<file path="src/hw/rtl/mexp_pkg.sv">
`default_nettype none
// ----------------------------------------------------------------------------
// mexp_pkg
// Shared types and constants of the modular exponentiation block: sequencer
// states, the multiply-reduce unit states and the register map.
// ----------------------------------------------------------------------------
package mexp_pkg;

   localparam int CsrAddrWidth = 3;
   localparam int CsrDataWidth = 32;

   localparam logic [0:0] RegIdxModulus = 1'b0;

   localparam logic [31:0] ModulusReset = 32'hFFFF_FFFB;

   typedef enum logic [2:0] {
      S_IDLE,
      S_BASE,
      S_STEP,
      S_MUL,
      S_SQR,
      S_OUT
   } mexp_state_type;

   typedef enum logic [0:0] {
      MM_IDLE,
      MM_RED
   } mexp_mm_state_type;

endpackage : mexp_pkg
`default_nettype wire

</file>
<file path="src/hw/rtl/mexp_if.sv">
`default_nettype none
// ----------------------------------------------------------------------------
// mexp_req_if / mexp_rsp_if
// Valid/ready channels that carry the request items (base and exponent) and
// the result items (power_mod) of the modular exponentiation block.
// ----------------------------------------------------------------------------
interface mexp_req_if #(
   parameter int MOD_WIDTH = 32,
   parameter int EXP_WIDTH = 64
);
   logic                 valid;
   logic                 ready;
   logic [MOD_WIDTH-1:0] base;
   logic [EXP_WIDTH-1:0] exponent;

   modport source (output valid, output base, output exponent, input ready);
   modport sink   (input valid, input base, input exponent, output ready);
endinterface : mexp_req_if

interface mexp_rsp_if #(
   parameter int MOD_WIDTH = 32
);
   logic                 valid;
   logic                 ready;
   logic [MOD_WIDTH-1:0] power_mod;

   modport source (output valid, output power_mod, input ready);
   modport sink   (input valid, input power_mod, output ready);
endinterface : mexp_rsp_if
`default_nettype wire

</file>
<file path="src/hw/rtl/mexp_modmul.sv">
`default_nettype none
// ----------------------------------------------------------------------------
// mexp_modmul
// Shared multiply-reduce unit. The full product is registered first, then
// one restoring shift-subtract step per cycle reduces it modulo the modulus.
// A zero modulus acts as two to the power of the operand width.
// ----------------------------------------------------------------------------
module mexp_modmul #(
   parameter int MOD_WIDTH = 32
) (
   input  wire logic                 clock,
   input  wire logic                 reset,
   input  wire logic                 start,
   input  wire logic [MOD_WIDTH-1:0] op_a,
   input  wire logic [MOD_WIDTH-1:0] op_b,
   input  wire logic [MOD_WIDTH-1:0] modulus,
   output logic                      done,
   output logic [MOD_WIDTH-1:0]      result
);
   import mexp_pkg::*;

   localparam int CntWidth = $clog2(MOD_WIDTH);
   localparam logic [CntWidth-1:0] CntLast = CntWidth'(MOD_WIDTH - 1);

   mexp_mm_state_type      state_ff, state_in;
   logic [CntWidth-1:0]    cnt_ff, cnt_in;
   logic                   done_ff, done_in;
   logic [MOD_WIDTH:0]     rem_ff, rem_in;
   logic [MOD_WIDTH-1:0]   low_ff, low_in;

   logic [2*MOD_WIDTH-1:0] product;
   logic [MOD_WIDTH:0]     mod_eff;
   logic [MOD_WIDTH:0]     shifted;
   logic [MOD_WIDTH:0]     diff;

   assign product = op_a * op_b;
   assign mod_eff = {(modulus == '0), modulus};
   assign shifted = {rem_ff[MOD_WIDTH-1:0], low_ff[MOD_WIDTH-1]};
   assign diff    = shifted - mod_eff;

   always_comb begin
      state_in = state_ff;
      unique case (state_ff)
         MM_IDLE: begin
            if (start) begin
               state_in = MM_RED;
            end
         end
         MM_RED: begin
            if (cnt_ff == CntLast) begin
               state_in = MM_IDLE;
            end
         end
         default: begin
            state_in = MM_IDLE;
         end
      endcase
   end

   always_comb begin
      rem_in  = rem_ff;
      low_in  = low_ff;
      cnt_in  = cnt_ff;
      done_in = 1'b0;
      unique case (state_ff)
         MM_IDLE: begin
            if (start) begin
               rem_in = {1'b0, product[2*MOD_WIDTH-1:MOD_WIDTH]};
               low_in = product[MOD_WIDTH-1:0];
               cnt_in = '0;
            end
         end
         MM_RED: begin
            rem_in  = (shifted >= mod_eff) ? diff : shifted;
            low_in  = {low_ff[MOD_WIDTH-2:0], 1'b0};
            cnt_in  = cnt_ff + 1'b1;
            done_in = (cnt_ff == CntLast);
         end
         default: begin
            done_in = 1'b0;
         end
      endcase
   end

   always_ff @(posedge clock) begin
      if (reset) begin
         state_ff <= MM_IDLE;
         cnt_ff   <= '0;
         done_ff  <= 1'b0;
      end else begin
         state_ff <= state_in;
         cnt_ff   <= cnt_in;
         done_ff  <= done_in;
      end
   end

   always_ff @(posedge clock) begin
      rem_ff <= rem_in;
      low_ff <= low_in;
   end

   assign done   = done_ff;
   assign result = rem_ff[MOD_WIDTH-1:0];

   a_start_when_idle: assert property (@(posedge clock) disable iff (reset)
      start |-> state_ff == MM_IDLE)
      else $error("Multiply-reduce unit started while busy.");

   a_done_after_last_step: assert property (@(posedge clock) disable iff (reset)
      (state_ff == MM_RED && cnt_ff == CntLast) |=> done_ff)
      else $error("Multiply-reduce unit missed its done pulse.");

   a_done_in_idle: assert property (@(posedge clock) disable iff (reset)
      done_ff |-> state_ff == MM_IDLE)
      else $error("Multiply-reduce unit signaled done while still reducing.");

endmodule : mexp_modmul
`default_nettype wire

</file>
<file path="src/hw/rtl/modular_exponentiation.sv">
`default_nettype none
// ----------------------------------------------------------------------------
// modular_exponentiation
// Right-to-left square-and-multiply exponentiation modulo a programmable
// modulus, built around one shared multiply-reduce unit.
//
// A request item carries base and exponent; each one yields one result item
// with power_mod, which is base to the exponent modulo the modulus, or 1
// when the exponent is zero. The modulus register sits at address 0 of the
// APB port and resets to 4294967291; write it only while the block is idle.
// Every multiply-reduce operation registers the product, then performs
// MOD_WIDTH restoring subtract steps, and its result is captured. An item
// costs one operation to reduce the base, one square per exponent bit below
// the highest set bit, and one multiply per set bit, so at most 2 * EXP_WIDTH
// operations per item.
// The block takes a new item only when the previous one is finished; the
// finished result waits in an output register, so a stalled receiver holds
// back at most the following item. Reset empties the output register and
// returns the sequencer to idle.
// ----------------------------------------------------------------------------
module modular_exponentiation #(
   parameter int MOD_WIDTH = 32,
   parameter int EXP_WIDTH = 64
) (
   input  wire logic        clock,
   input  wire logic        reset,
   mexp_req_if.sink         req_chan,
   mexp_rsp_if.source       rsp_chan,
   input  wire logic        psel,
   input  wire logic        penable,
   input  wire logic        pwrite,
   input  wire logic [2:0]  paddr,
   input  wire logic [31:0] pwdata,
   output logic [31:0]      prdata,
   output logic             pready
);
   import mexp_pkg::*;

   mexp_state_type        state_ff, state_in;
   logic [MOD_WIDTH-1:0]  modulus_ff;
   logic [MOD_WIDTH-1:0]  base_ff, base_in;
   logic [MOD_WIDTH-1:0]  acc_ff, acc_in;
   logic [EXP_WIDTH-1:0]  exp_ff, exp_in;
   logic                  rsp_valid_ff, rsp_valid_in;
   logic [MOD_WIDTH-1:0]  rsp_data_ff, rsp_data_in;

   logic                  csr_write;
   logic                  req_ready;
   logic                  out_free;
   logic                  mm_start;
   logic [MOD_WIDTH-1:0]  mm_a;
   logic [MOD_WIDTH-1:0]  mm_b;
   logic                  mm_done;
   logic [MOD_WIDTH-1:0]  mm_result;

   assign pready    = 1'b1;
   assign csr_write = psel && penable && pwrite && pready
                      && (paddr[2:2] == RegIdxModulus);

   always_ff @(posedge clock) begin
      if (reset) begin
         modulus_ff <= ModulusReset[MOD_WIDTH-1:0];
      end else if (csr_write) begin
         modulus_ff <= pwdata[MOD_WIDTH-1:0];
      end
   end

   always_comb begin
      prdata = '0;
      if (paddr[2:2] == RegIdxModulus) begin
         prdata = CsrDataWidth'(modulus_ff);
      end
   end

   assign out_free = !rsp_valid_ff || rsp_chan.ready;

   always_comb begin
      state_in = state_ff;
      unique case (state_ff)
         S_IDLE: begin
            if (req_chan.valid) begin
               state_in = S_BASE;
            end
         end
         S_BASE, S_MUL, S_SQR: begin
            if (mm_done) begin
               state_in = S_STEP;
            end
         end
         S_STEP: begin
            if (exp_ff == '0) begin
               state_in = S_OUT;
            end else if (exp_ff[0]) begin
               state_in = S_MUL;
            end else begin
               state_in = S_SQR;
            end
         end
         S_OUT: begin
            if (out_free) begin
               state_in = S_IDLE;
            end
         end
         default: begin
            state_in = S_IDLE;
         end
      endcase
   end

   always_comb begin
      req_ready    = 1'b0;
      mm_start     = 1'b0;
      mm_a         = base_ff;
      mm_b         = base_ff;
      base_in      = base_ff;
      acc_in       = acc_ff;
      exp_in       = exp_ff;
      rsp_valid_in = rsp_valid_ff && !rsp_chan.ready;
      rsp_data_in  = rsp_data_ff;
      unique case (state_ff)
         S_IDLE: begin
            req_ready = 1'b1;
            mm_a      = req_chan.base;
            mm_b      = MOD_WIDTH'(1);
            if (req_chan.valid) begin
               mm_start = 1'b1;
               acc_in   = MOD_WIDTH'(1);
               exp_in   = req_chan.exponent;
            end
         end
         S_BASE: begin
            if (mm_done) begin
               base_in = mm_result;
            end
         end
         S_STEP: begin
            mm_a = exp_ff[0] ? acc_ff : base_ff;
            if (exp_ff != '0) begin
               mm_start = 1'b1;
            end
         end
         S_MUL: begin
            if (mm_done) begin
               acc_in = mm_result;
               exp_in = {exp_ff[EXP_WIDTH-1:1], 1'b0};
            end
         end
         S_SQR: begin
            if (mm_done) begin
               base_in = mm_result;
               exp_in  = exp_ff >> 1;
            end
         end
         S_OUT: begin
            if (out_free) begin
               rsp_valid_in = 1'b1;
               rsp_data_in  = acc_ff;
            end
         end
         default: begin
            req_ready = 1'b0;
         end
      endcase
   end

   always_ff @(posedge clock) begin
      if (reset) begin
         state_ff     <= S_IDLE;
         rsp_valid_ff <= 1'b0;
      end else begin
         state_ff     <= state_in;
         rsp_valid_ff <= rsp_valid_in;
      end
   end

   always_ff @(posedge clock) begin
      base_ff     <= base_in;
      acc_ff      <= acc_in;
      exp_ff      <= exp_in;
      rsp_data_ff <= rsp_data_in;
   end

   mexp_modmul #(
      .MOD_WIDTH (MOD_WIDTH)
   ) u_modmul (
      .clock   (clock),
      .reset   (reset),
      .start   (mm_start),
      .op_a    (mm_a),
      .op_b    (mm_b),
      .modulus (modulus_ff),
      .done    (mm_done),
      .result  (mm_result)
   );

   assign req_chan.ready     = req_ready;
   assign rsp_chan.valid     = rsp_valid_ff;
   assign rsp_chan.power_mod = rsp_data_ff;

   a_done_while_waiting: assert property (@(posedge clock) disable iff (reset)
      mm_done |-> (state_ff == S_BASE || state_ff == S_MUL || state_ff == S_SQR))
      else $error("Multiply-reduce result arrived while no operation was pending.");

   a_square_shifts_exponent: assert property (@(posedge clock) disable iff (reset)
      (state_ff == S_SQR && mm_done) |=> exp_ff == ($past(exp_ff) >> 1))
      else $error("Exponent did not advance after a square.");

   a_result_from_out_state: assert property (@(posedge clock) disable iff (reset)
      $rose(rsp_valid_ff) |-> $past(state_ff) == S_OUT)
      else $error("Result item presented outside the output step.");

endmodule : modular_exponentiation
`default_nettype wire
</file>
<file path="src/flat_wrapper.sv">
// flat-port wrapper written by rule: the top's interface ports become plain ports
module modular_exponentiation_flat import mexp_pkg::*;
#(
   parameter int MOD_WIDTH = 32,
   parameter int EXP_WIDTH = 64
)
  (clock, reset, psel, penable, pwrite, paddr, pwdata, prdata, pready, req_chan_valid, req_chan_base, req_chan_exponent, req_chan_ready, rsp_chan_valid, rsp_chan_power_mod, rsp_chan_ready);
  mexp_req_if #(.MOD_WIDTH(MOD_WIDTH), .EXP_WIDTH(EXP_WIDTH)) req_chan_i ();
  mexp_rsp_if #(.MOD_WIDTH(MOD_WIDTH)) rsp_chan_i ();
  input  wire logic clock;
  input  wire logic reset;
  input  wire logic psel;
  input  wire logic penable;
  input  wire logic pwrite;
  input  wire logic [2:0] paddr;
  input  wire logic [31:0] pwdata;
  output logic [31:0] prdata;
  output logic pready;
  input wire logic [$bits(req_chan_i.valid)-1:0] req_chan_valid;
  input wire logic [$bits(req_chan_i.base)-1:0] req_chan_base;
  input wire logic [$bits(req_chan_i.exponent)-1:0] req_chan_exponent;
  output wire logic [$bits(req_chan_i.ready)-1:0] req_chan_ready;
  output wire logic [$bits(rsp_chan_i.valid)-1:0] rsp_chan_valid;
  output wire logic [$bits(rsp_chan_i.power_mod)-1:0] rsp_chan_power_mod;
  input wire logic [$bits(rsp_chan_i.ready)-1:0] rsp_chan_ready;
  assign req_chan_i.valid = req_chan_valid;
  assign req_chan_i.base = req_chan_base;
  assign req_chan_i.exponent = req_chan_exponent;
  assign req_chan_ready = req_chan_i.ready;
  assign rsp_chan_valid = rsp_chan_i.valid;
  assign rsp_chan_power_mod = rsp_chan_i.power_mod;
  assign rsp_chan_i.ready = rsp_chan_ready;
  modular_exponentiation #(.MOD_WIDTH(MOD_WIDTH), .EXP_WIDTH(EXP_WIDTH)) u_core (.clock(clock), .reset(reset), .req_chan(req_chan_i), .rsp_chan(rsp_chan_i), .psel(psel), .penable(penable), .pwrite(pwrite), .paddr(paddr), .pwdata(pwdata), .prdata(prdata), .pready(pready));
endmodule
</file>
<file path="config.mk">
export PLATFORM = sky130hd
export DESIGN_NAME = modular_exponentiation_flat
export DESIGN_NICKNAME = d
export VERILOG_FILES = /design/src/hw/rtl/mexp_pkg.sv /design/src/hw/rtl/mexp_if.sv /design/src/hw/rtl/mexp_modmul.sv /design/src/hw/rtl/modular_exponentiation.sv /design/src/flat_wrapper.sv
export SDC_FILE = /design/constraint.sdc
export NUM_CORES = 2
export LEC_CHECK = 0
export BUFFER_PORTS_ARGS = -buffer_cell sky130_fd_sc_hd__buf_2
export CORE_ASPECT_RATIO = 0.8
export CORE_MARGIN = 5
export CORE_UTILIZATION = 44
export CTS_CLUSTER_DIAMETER = 150
export CTS_CLUSTER_SIZE = 20
export DETAILED_ROUTE_END_ITERATION = 12
export GPL_ROUTABILITY_DRIVEN = 0
export PLACE_DENSITY = 0.6
export SLEW_MARGIN = 20
export SYNTH_ARGS = -nofsm -noshare
export SYNTH_HDL_FRONTEND = slang
export SYNTH_SLANG_ARGS = --single-unit
</file>
<file path="constraint.sdc">
create_clock -name clock -period 9.7 [get_ports clock]
set_clock_uncertainty 0.2 [all_clocks]
set_input_delay 1.455 -clock clock [delete_from_list [all_inputs] [get_ports clock]]
set_output_delay 1.455 -clock clock [all_outputs]
set_load 0.02 [all_outputs]
</file>
==> impl_metrics.tcl <==
set metrics [dict create \
    tightest_slew_ns 0.962 \
    crit_top_cell "fa_1" \
    ys_seq_area_share_pct 16.6 \
    drtAntennaViolNets 0 \
    drive_gt1_share_pct 10.8 \
    htreeDepth 1 \
    syn-cell-area_um2 45700 \
    whs_ns 0.282 \
    setup_viol_count_final 0 \
    fmax_mhz 105 \
    critical_path_required_ns 9.86 \
    crit_fanout 25 \
    vias 36642 \
    cts.sinks 267 \
    synth-xor-area-share_pct 1.65 \
    drv_cap 0 \
    syn_inst 5017 \
    die-area_um2 110000 \
    cts_tree "built" \
    ys_ff_latch 267 \
    die-height_um 298 \
    cp_data_arrival_time_ns 9.66 \
    synth_compound_gate_area_share_pct 9.12 \
    busiest_layer "met2" \
    syn_nets 6350 \
    grt_pass1_wl_mm 229 \
    hp-class "reg -> reg" \
    critPathMaxStageDelay_ns 0.61 \
    synth_top_family_by_area "adder cells" \
    final_hold_viol_count 0 \
    synthSimpleGateAreaFrac_pct 14.7 \
    hpwl_mm 126 \
    worstSetupStartpointType "flop" \
    synthFlopType "edfxtp_1" \
    ios 205 \
    clockBufferDepth 3 \
    yosysTopAreaCell "fa_1" \
    finalMaxSlewViolations 0 \
    port_buffers 201 \
    cts_setup_buffers 0 \
    area_growth_syn_to_layout_pct 10.5 \
    cp-end-kind "flop" \
    synth.avg_cell_area_um2 9.10 \
    maxSlewHeadroom_pct 35.8 \
    clk_pin_slew_ns 0.10 \
    yosys_warnings 0 \
    global_route.overflow_total 0 \
    outcome "completed" \
    root_buffer "clkbuf_16" \
    cts_buffers 17 \
    drtIter0Drc 3811 \
    finalCritPeriodShare_pct 97.9 \
    routed_wl_mm 151 \
    die_w_um 370 \
    synth_most_common_cell "fa_1" \
    grt_usage_pct 27.4 \
    drcViolationCount 0 \
    critPathKind "reg -> reg" \
    yosys.area_share.adder_pct 47.5 \
    final.min_clock_period_ns 9.49 \
    rows 105 \
    synth.area.mux_share_pct 0.491 \
    fin_nets 6567 \
    netlist_top_cells_count "fa_1, inv_1, nor2_1" \
    antenna_found_initial 5 \
    routed_via_density 5.52 \
    clock_latency_ns 0.52 \
    grt_pass1_vias 37263 \
    core_region_area_um2 103000 \
    yosys-top-cells-area "fa_1, edfxtp_1, ha_1, inv_1, nor2_1" \
    ys_types 81 \
    rsz0062_at_grt "true" \
    async_flop_share_pct 0 \
    synth_edf_count 224 \
    grt_max_degree 77 \
    firstDrtPassIters 5 \
    yosysTopAreaCellShare_pct 39.3 \
    use_met1_pct 39.2 \
    start_util_pct 44.4 \
    met2_usage_pct 40.3 \
    grt_use_met3_pct 7.10 \
    crit_path_top_delay_cell "fa_1" \
    avgRoutedWirePerCell_um 22.8 \
]
[area by class of cell]
cell class | count | area (um^2)
multi-input cells | 3561 | 33700
clock inverters | 1 | 16.3
well taps | 1391 | 1740
repair buffers | 493 | 3590
flip-flops and latches | 267 | 7590
diodes | 4 | 10.0
fillers | 9916 | 52300
inverters | 894 | 3360
clock buffers | 28 | 467
[cells by family after synthesis]
logic type	count (synthesis)
XOR/XNOR	86
multiplexers	21
other	1
adder cells (fa/ha/maj)	1195
buffers and inverters	1189
AND/OR/NAND/NOR	1623
AO/OA/AOI/OAI	635
flip-flops	267
[timing repair]
action / 4_1_cts / 5_1_grt
endpoints found under the setup margin: 0 / 17
hold buffers: 0 / 0
resized for setup: 0 / 14
[flip-flops by register name, summed over array words and instances (netlist names)]
register and flops:
u_core.u_modmul.rem_ff 32, u_core.rsp_chan.valid 1, u_core.u_modmul.state_ff 1, u_core.modulus_ff 32, u_core.u_modmul.done 1, u_core.acc_ff 32, u_core.u_modmul.cnt_ff 5, u_core.u_modmul.low_ff 32
u_core.state_ff 3, u_core.base_ff 32, u_core.rsp_chan.power_mod 32, u_core.exp_ff 64
[stage by stage]
step / worst slack [ns] / setup TNS, ns / area [um^2] / utilization [%] / std cells
floorplan: 0.631 / 0 / 45700 / - / 5017
global placement: -0.0576 / -0.0576 / 49900 / 48.5 / 6605
detailed placement: -0.0865 / -0.343 / 49900 / 48.5 / 6605
CTS: 0.0992 / 0 / 50300 / 49.0 / 6634
global route: -0.0137 / -0.0137 / 50500 / 49.1 / 6635
finish: 0.205 / 0 / 50500 / 49.1 / 6639
[worst max-delay path, delay by kind of cell, from the launching register on]
family / cells / cell delay (ns)
AND/OR/NAND/NOR: 6 / 1.28
buffers and inverters: 6 / 0.94
multiplexers: 1 / 0.36
flip-flops: 1 / 0.32
AO/OA/AOI/OAI: 7 / 1.83
adder cells (fa/ha/maj): 9 / 4.38
[metal layers]
layer	part of all wire, %	vias to the layer above	wire length, um
met5	0.16	-	238
met4	4.8	8	7310
met3	11	313	17000
met2	43	1739	64400
met1	41	18565	62400
li1	-	16017	-
[final timing paths]
path	start	slack [ns]	to	depth (start not counted)
worst max-delay path	u_core.state_ff[2]$_SDFFE_PP0P_	0.21	u_core.u_modmul.rem_ff[30]$_DFFE_PP_	29
worst min-delay path	u_core.modulus_ff[2]$_SDFFE_PP0P_	0.28	u_core.modulus_ff[2]$_SDFFE_PP0P_	2
worst max register to register	u_core.state_ff[2]$_SDFFE_PP0P_	0.21	u_core.u_modmul.rem_ff[30]$_DFFE_PP_	29
worst min register to register	u_core.modulus_ff[2]$_SDFFE_PP0P_	0.28	u_core.modulus_ff[2]$_SDFFE_PP0P_	2
[layout by cell type (no fill, tap or decap), drive strengths merged, types with 12 or more instances in the layout]
cell type / n
a211o: 33
a21o: 79
a21oi: 176
a22o: 64
a31oi: 12
and2: 60
and3: 18
buf: 493
clkbuf: 28
dfxtp: 43
edfxtp: 224
fa: 897
ha: 298
inv: 894
nand2: 591
nand3: 38
nand4: 29
nor2: 788
nor2b: 15
nor3: 12
nor4: 31
o211ai: 12
o21a: 18
o21ai: 144
o21bai: 12
o22ai: 33
xnor2: 50
xor2: 36
Power is not shown: default switching activity piles up to over one toggle a cycle in this logic, so the estimate is an artifact.
